## src/nlp_pkg.sv

```systemverilog
package nlp_pkg;

   // Default configuration of the predictor.
   localparam int DEF_MAX_FEATURES = 512;
   localparam int DEF_FRAC_BITS    = 16;

   // Fixed field widths.
   localparam int DATA_W  = 32;
   localparam int SCALE_W = 31;
   localparam int INDEX_W = 9;
   localparam int PRED_W  = 18;
   localparam int USED_W  = 10;

   // Arithmetic widths: product of weight and centred feature, clamped term
   // and saturating accumulator.
   localparam int PROD_W    = 64;
   localparam int TERM_W    = 50;
   localparam int SUM_W     = 48;
   localparam int DIV_STEPS = PROD_W;

   // Word kinds on the request channel.
   localparam logic KIND_FEATURE = 1'b0;
   localparam logic KIND_LOAD    = 1'b1;

   // Commands from the controller to the datapath.
   typedef struct packed {
      logic load_write;
      logic capture;
      logic fetch;
      logic mul;
      logic div_start;
      logic make_term;
      logic accumulate;
      logic emit;
   } nlp_cmd_type;

   // Status from the datapath to the controller.
   typedef struct packed {
      logic in_range;
      logic last;
      logic div_done;
      logic out_free;
   } nlp_sts_type;

endpackage

```

## src/nlp_ctrl.sv

```systemverilog
module nlp_ctrl
   import nlp_pkg::*;
(
   input  logic         clock,
   input  logic         reset,
   input  logic         req_valid,
   input  logic         req_kind,
   output logic         req_ready,
   input  nlp_sts_type  sts,
   output nlp_cmd_type  cmd
);

   typedef enum logic [2:0] {
      S_IDLE,
      S_FETCH,
      S_MUL,
      S_START,
      S_DIV,
      S_TERM,
      S_ACC,
      S_EMIT
   } state_type;

   state_type state_ff, state_in;
   logic      accept;

   assign req_ready = (state_ff == S_IDLE);
   assign accept    = req_valid && req_ready;

   // Command decode from the current state.
   always_comb begin
      cmd            = '0;
      cmd.load_write = accept && (req_kind == KIND_LOAD);
      cmd.capture    = accept && (req_kind == KIND_FEATURE);
      cmd.fetch      = (state_ff == S_FETCH);
      cmd.mul        = (state_ff == S_MUL);
      cmd.div_start  = (state_ff == S_START);
      cmd.make_term  = (state_ff == S_TERM);
      cmd.accumulate = (state_ff == S_ACC);
      cmd.emit       = (state_ff == S_EMIT) && sts.out_free;
   end

   // Sequence one feature word through fetch, multiply, divide and accumulate (beyond the table: accumulate only).
   always_comb begin
      state_in = state_ff;
      unique case (state_ff)
         S_IDLE: begin
            if (cmd.capture) begin
               state_in = sts.in_range ? S_FETCH : S_ACC;
            end
         end
         S_FETCH: state_in = S_MUL;
         S_MUL:   state_in = S_START;
         S_START: state_in = S_DIV;
         S_DIV: begin
            if (sts.div_done) begin
               state_in = S_TERM;
            end
         end
         S_TERM:  state_in = S_ACC;
         S_ACC:   state_in = sts.last ? S_EMIT : S_IDLE;
         S_EMIT: begin
            if (sts.out_free) begin
               state_in = S_IDLE;
            end
         end
      endcase
   end

   always_ff @(posedge clock) begin
      if (reset) begin
         state_ff <= S_IDLE;
      end else begin
         state_ff <= state_in;
      end
   end

`ifndef SYNTHESIS
   // Only features that fall inside the table go through the term path.
   assert property (@(posedge clock) disable iff (reset)
      (state_ff == S_FETCH) |-> sts.in_range)
      else $error("term path entered for a feature beyond the table");

   // The divider only finishes while the sequencer is waiting for it.
   assert property (@(posedge clock) disable iff (reset)
      sts.div_done |-> (state_ff == S_DIV))
      else $error("divider finished outside the divide state");

   // A load word is taken while idle and leaves the sequencer idle.
   assert property (@(posedge clock) disable iff (reset)
      cmd.load_write |=> (state_ff == S_IDLE))
      else $error("sequencer left idle on a load word");
`endif

endmodule

```

## config.mk

```make
export PLATFORM = sky130hd
export DESIGN_NAME = nlp_ctrl
export DESIGN_NICKNAME = d
export VERILOG_FILES = /design/src/nlp_pkg.sv /design/src/nlp_ctrl.sv
export SDC_FILE = /design/constraint.sdc
export NUM_CORES = 1
export LEC_CHECK = 0
export BUFFER_PORTS_ARGS = -buffer_cell sky130_fd_sc_hd__buf_2
export CORE_AREA = 2 2 39 41
export CTS_BUF_LIST = sky130_fd_sc_hd__clkbuf_2
export DETAILED_ROUTE_END_ITERATION = 6
export DIE_AREA = 0 0 41 43
export MAX_ROUTING_LAYER = met4
export PLACE_DENSITY = 0.5
export SLEW_MARGIN = 15
export SYNTH_ARGS = -nofsm -noshare
export SYNTH_HDL_FRONTEND = slang
export SYNTH_SLANG_ARGS = --single-unit
```

## constraint.sdc

```tcl
create_clock -name clock -period 1.49 [get_ports clock]
set_input_delay 0.298 -clock clock [delete_from_list [all_inputs] [get_ports clock]]
set_output_delay 0.298 -clock clock [all_outputs]
set_load 0.02 [all_outputs]
```

==> run summary <==
Slew @ Worst Pin - 294.1 ps
DR iter-0 viols - 3
Net count reported at finish - 65
Unique cell type count in the Yosys netlist - 24
Sequential share of power - 0.329
R2R Setup Slk - 340 ps
Reg2reg path depth - 3
Overall Global Routing Usage - 0.1120
CP required - 1190 ps
Leakage dissipation - 0.2334 nW
CTS tree - yes
RePlAce Congestion - 0.7332
Post-Route WL - 754 microns
CTS Root Cell - clkbuf_2
Row count - 14
Share of cells above drive strength 1 - 0.5357
Num CTS Buffers - 3
Skew final - 2.396 ps
Cell Pwr Density - 1784 mW/mm^2
Initial Utilization - 0.2288
Most frequent cells in the layout - buf_2, clkbuf_2
WHS Endpoint - state_ff[2]$_SDFFE_PP0P_
Worst relative slew slack - 0.8026
Clk buf depth - 2
Status - finished, final reports clean
Area of the mapped netlist - 316.6 sq um
Synth top area share - 0.1897
Clock Latency Late Sink - 200 ps
GRT overflow - 0
Worst R2R End - state_ff[1]$_SDFFE_PP0P_
Synth warn - 0
Max incr delay on CP - 390 ps
Top-level I/O count - 17
Max-cap viol count - 0
Final hold viol count - 0
Worst setup SP type - flop
Critical-path cell list - nor3_4, and3_1, buf_4
Drt wl/cell - 10.47 microns
RSZ-0062 raised after global routing - yes
H-tree depth - 1
Critical path fanouts, max - 14
Fin crit period - 1417 ps
Hold Path Origin - reset
Synth top area cells - dfxtp_1, buf_6, nor3_1, and3_1, o21a_1
Syn Area/Cell - 8.330 sq um
Area grow syn2layout - 38.73%
Fin Hold WS - 340.0 ps
F_max - 705.9 MHz
CP max stage cell - dfxtp_4
Gate Count Post-Synth - 38
Critical path class - reg -> out
Net switching power - 0.3745 mW
Total core area - 0.001384 sq mm
Die width - 41 microns
Post-CTS Repair Setup Buffers - 0
Sequential fraction of the synthesis area - 0.1897
CP Capture Type - output port
FF+latch count, synth - 3
DRT Pass-1 Iters - 5
Mean number of vias per cell - 4.722
CTS sink cnt - 3
Min setup slack post-route - 73.32 ps
Largest net degree at the start of global routing - 16
Dpl ws - 154.2 ps
Worst-path clk slew - 40 ps
Worst r2r src - state_ff[2]$_SDFFE_PP0P_
Peak supply drop - 784.5 uV
Crit path DAT - 1120 ps
Vias - 340
Cell-internal power - 0.4090 mW
Final setup vio count - 0
Largest Register - state_ff
Synth area leader - dfxtp_1
Net count after synthesis - 46
Vias in the first global route - 304
DP HPWL - 570.4 microns
Commonest non-fill, non-tap cell in the layout - buf_2
Hold Path Depth - 2
Die ar. - 0.001763 sq mm
First-pass GRT wire length - 1235 microns
Clock Power Share - 0.143
# diodes - 0
DRC viols - 0
Port bufs - 16
Antenna viol nets, final - 0
Fin crit share - 0.9508
Logic pwr share - 0.528
Number of flip-flops in the largest register - 3
Sw Share - 0.4780
Top Registers - state_ff x3
CTS Hold Buffers Added - 0
Initial antenna violation count - 0
DIE HEIGHT - 43 microns
Final slew viol count - 0
HP Class - in -> reg
==> cells in the mapped netlist <==
library cell / number
a21o_1: 1
or4b_4: 1
o22ai_1: 1
nor2b_1: 1
a311oi_1: 1
o21ai_0: 2
a221oi_1: 1
clkbuf_8: 1
and2b_2: 1
and3_1: 3
o21bai_1: 1
and4_2: 1
buf_6: 2
inv_1: 2
and3b_2: 1
nor3_1: 4
dfxtp_1: 3
nand2_4: 1
nor3b_1: 1
o31ai_1: 2
nor2_1: 3
or2b_1: 1
and3b_1: 1
o21a_1: 2
==> logic make-up after synthesis <==
group | Yosys count | synth area share
AND/OR/NAND/NOR | 19 | 0.4230
AO/OA/AOI/OAI | 11 | 0.2490
buffers and inverters | 5 | 0.1383
flip-flops | 3 | 0.1897
==> metal layers <==
| layer | track usage | wire length, microns | up-vias |
|---|---|---|---|
| met1 | 0.1506 | 346 | 149 |
| met2 | 0.1188 | 375 | 10 |
| met3 | 0.03141 | 32 | 0 |
| met5 | - | 0 | - |
| met4 | 0.1200 | 0 | 0 |
| li1 | - | - | 181 |
==> worst max path at each step <==
stage / start / endpoint / slack, ps / depth (start not counted)
after floorplan: state_ff[2]$_SDFFE_PP0P_ / cmd[6] / 100 / 2
after global placement: state_ff[2]$_SDFFE_PP0P_ / cmd[7] / 160 / 3
after detailed placement: state_ff[2]$_SDFFE_PP0P_ / cmd[6] / 150 / 3
after CTS: state_ff[1]$_SDFFE_PP0P_ / cmd[7] / 8 / 3
after global routing: state_ff[1]$_SDFFE_PP0P_ / cmd[6] / -9 / 3
final: state_ff[2]$_SDFFE_PP0P_ / cmd[7] / 70 / 3
==> area by class of cell <==
type | count | area, sq um
fill | 144 | 944.7
multi-input combinational | 30 | 224.0
timing repair buffer | 17 | 96.34
sequential | 3 | 71.32
clock buffer | 4 | 20.02
tap | 16 | 20.02
inverter | 2 | 7.507
==> what timing repair did <==
action	CTS	global route
setup endpoints to repair	7	3
gates resized for setup	3	7
pin swaps	1	3
==> through the flow <==
step | total power [mW] | cells | instance area [sq um] | TNS, ps | utilization
6_report | 0.7835 | 72 | 439.2 | 0 | 0.3174
5_1_grt | 0.8508 | 72 | 439.2 | -8.687 | 0.3174
4_1_cts | 0.7402 | 72 | 416.7 | 0 | 0.3011
3_5_place_dp | 0.6132 | 68 | 392.9 | 0 | 0.2839
3_3_place_gp | 0.6233 | 68 | 392.9 | 0 | 0.2839
2_1_floorplan | 0.5491 | 38 | 321.6 | 0 | -
==> power by group through the flow <==
stage / logic [mW] / registers (mW) / clock network [mW]
2_1_floorplan: 0.393 / 0.156 / 0
3_3_place_gp: 0.395 / 0.228 / 0
3_5_place_dp: 0.389 / 0.224 / 0
4_1_cts: 0.390 / 0.232 / 0.118
5_1_grt: 0.452 / 0.271 / 0.128
6_report: 0.414 / 0.257 / 0.112
==> worst max-delay path: cells and delay by family, from the launching register on <==
kind / cells / cell delay, ps
buffers and inverters: 1 / 130
flip-flops: 1 / 390
AND/OR/NAND/NOR: 2 / 390
Note: power is estimated with default switching activity, not from simulation.
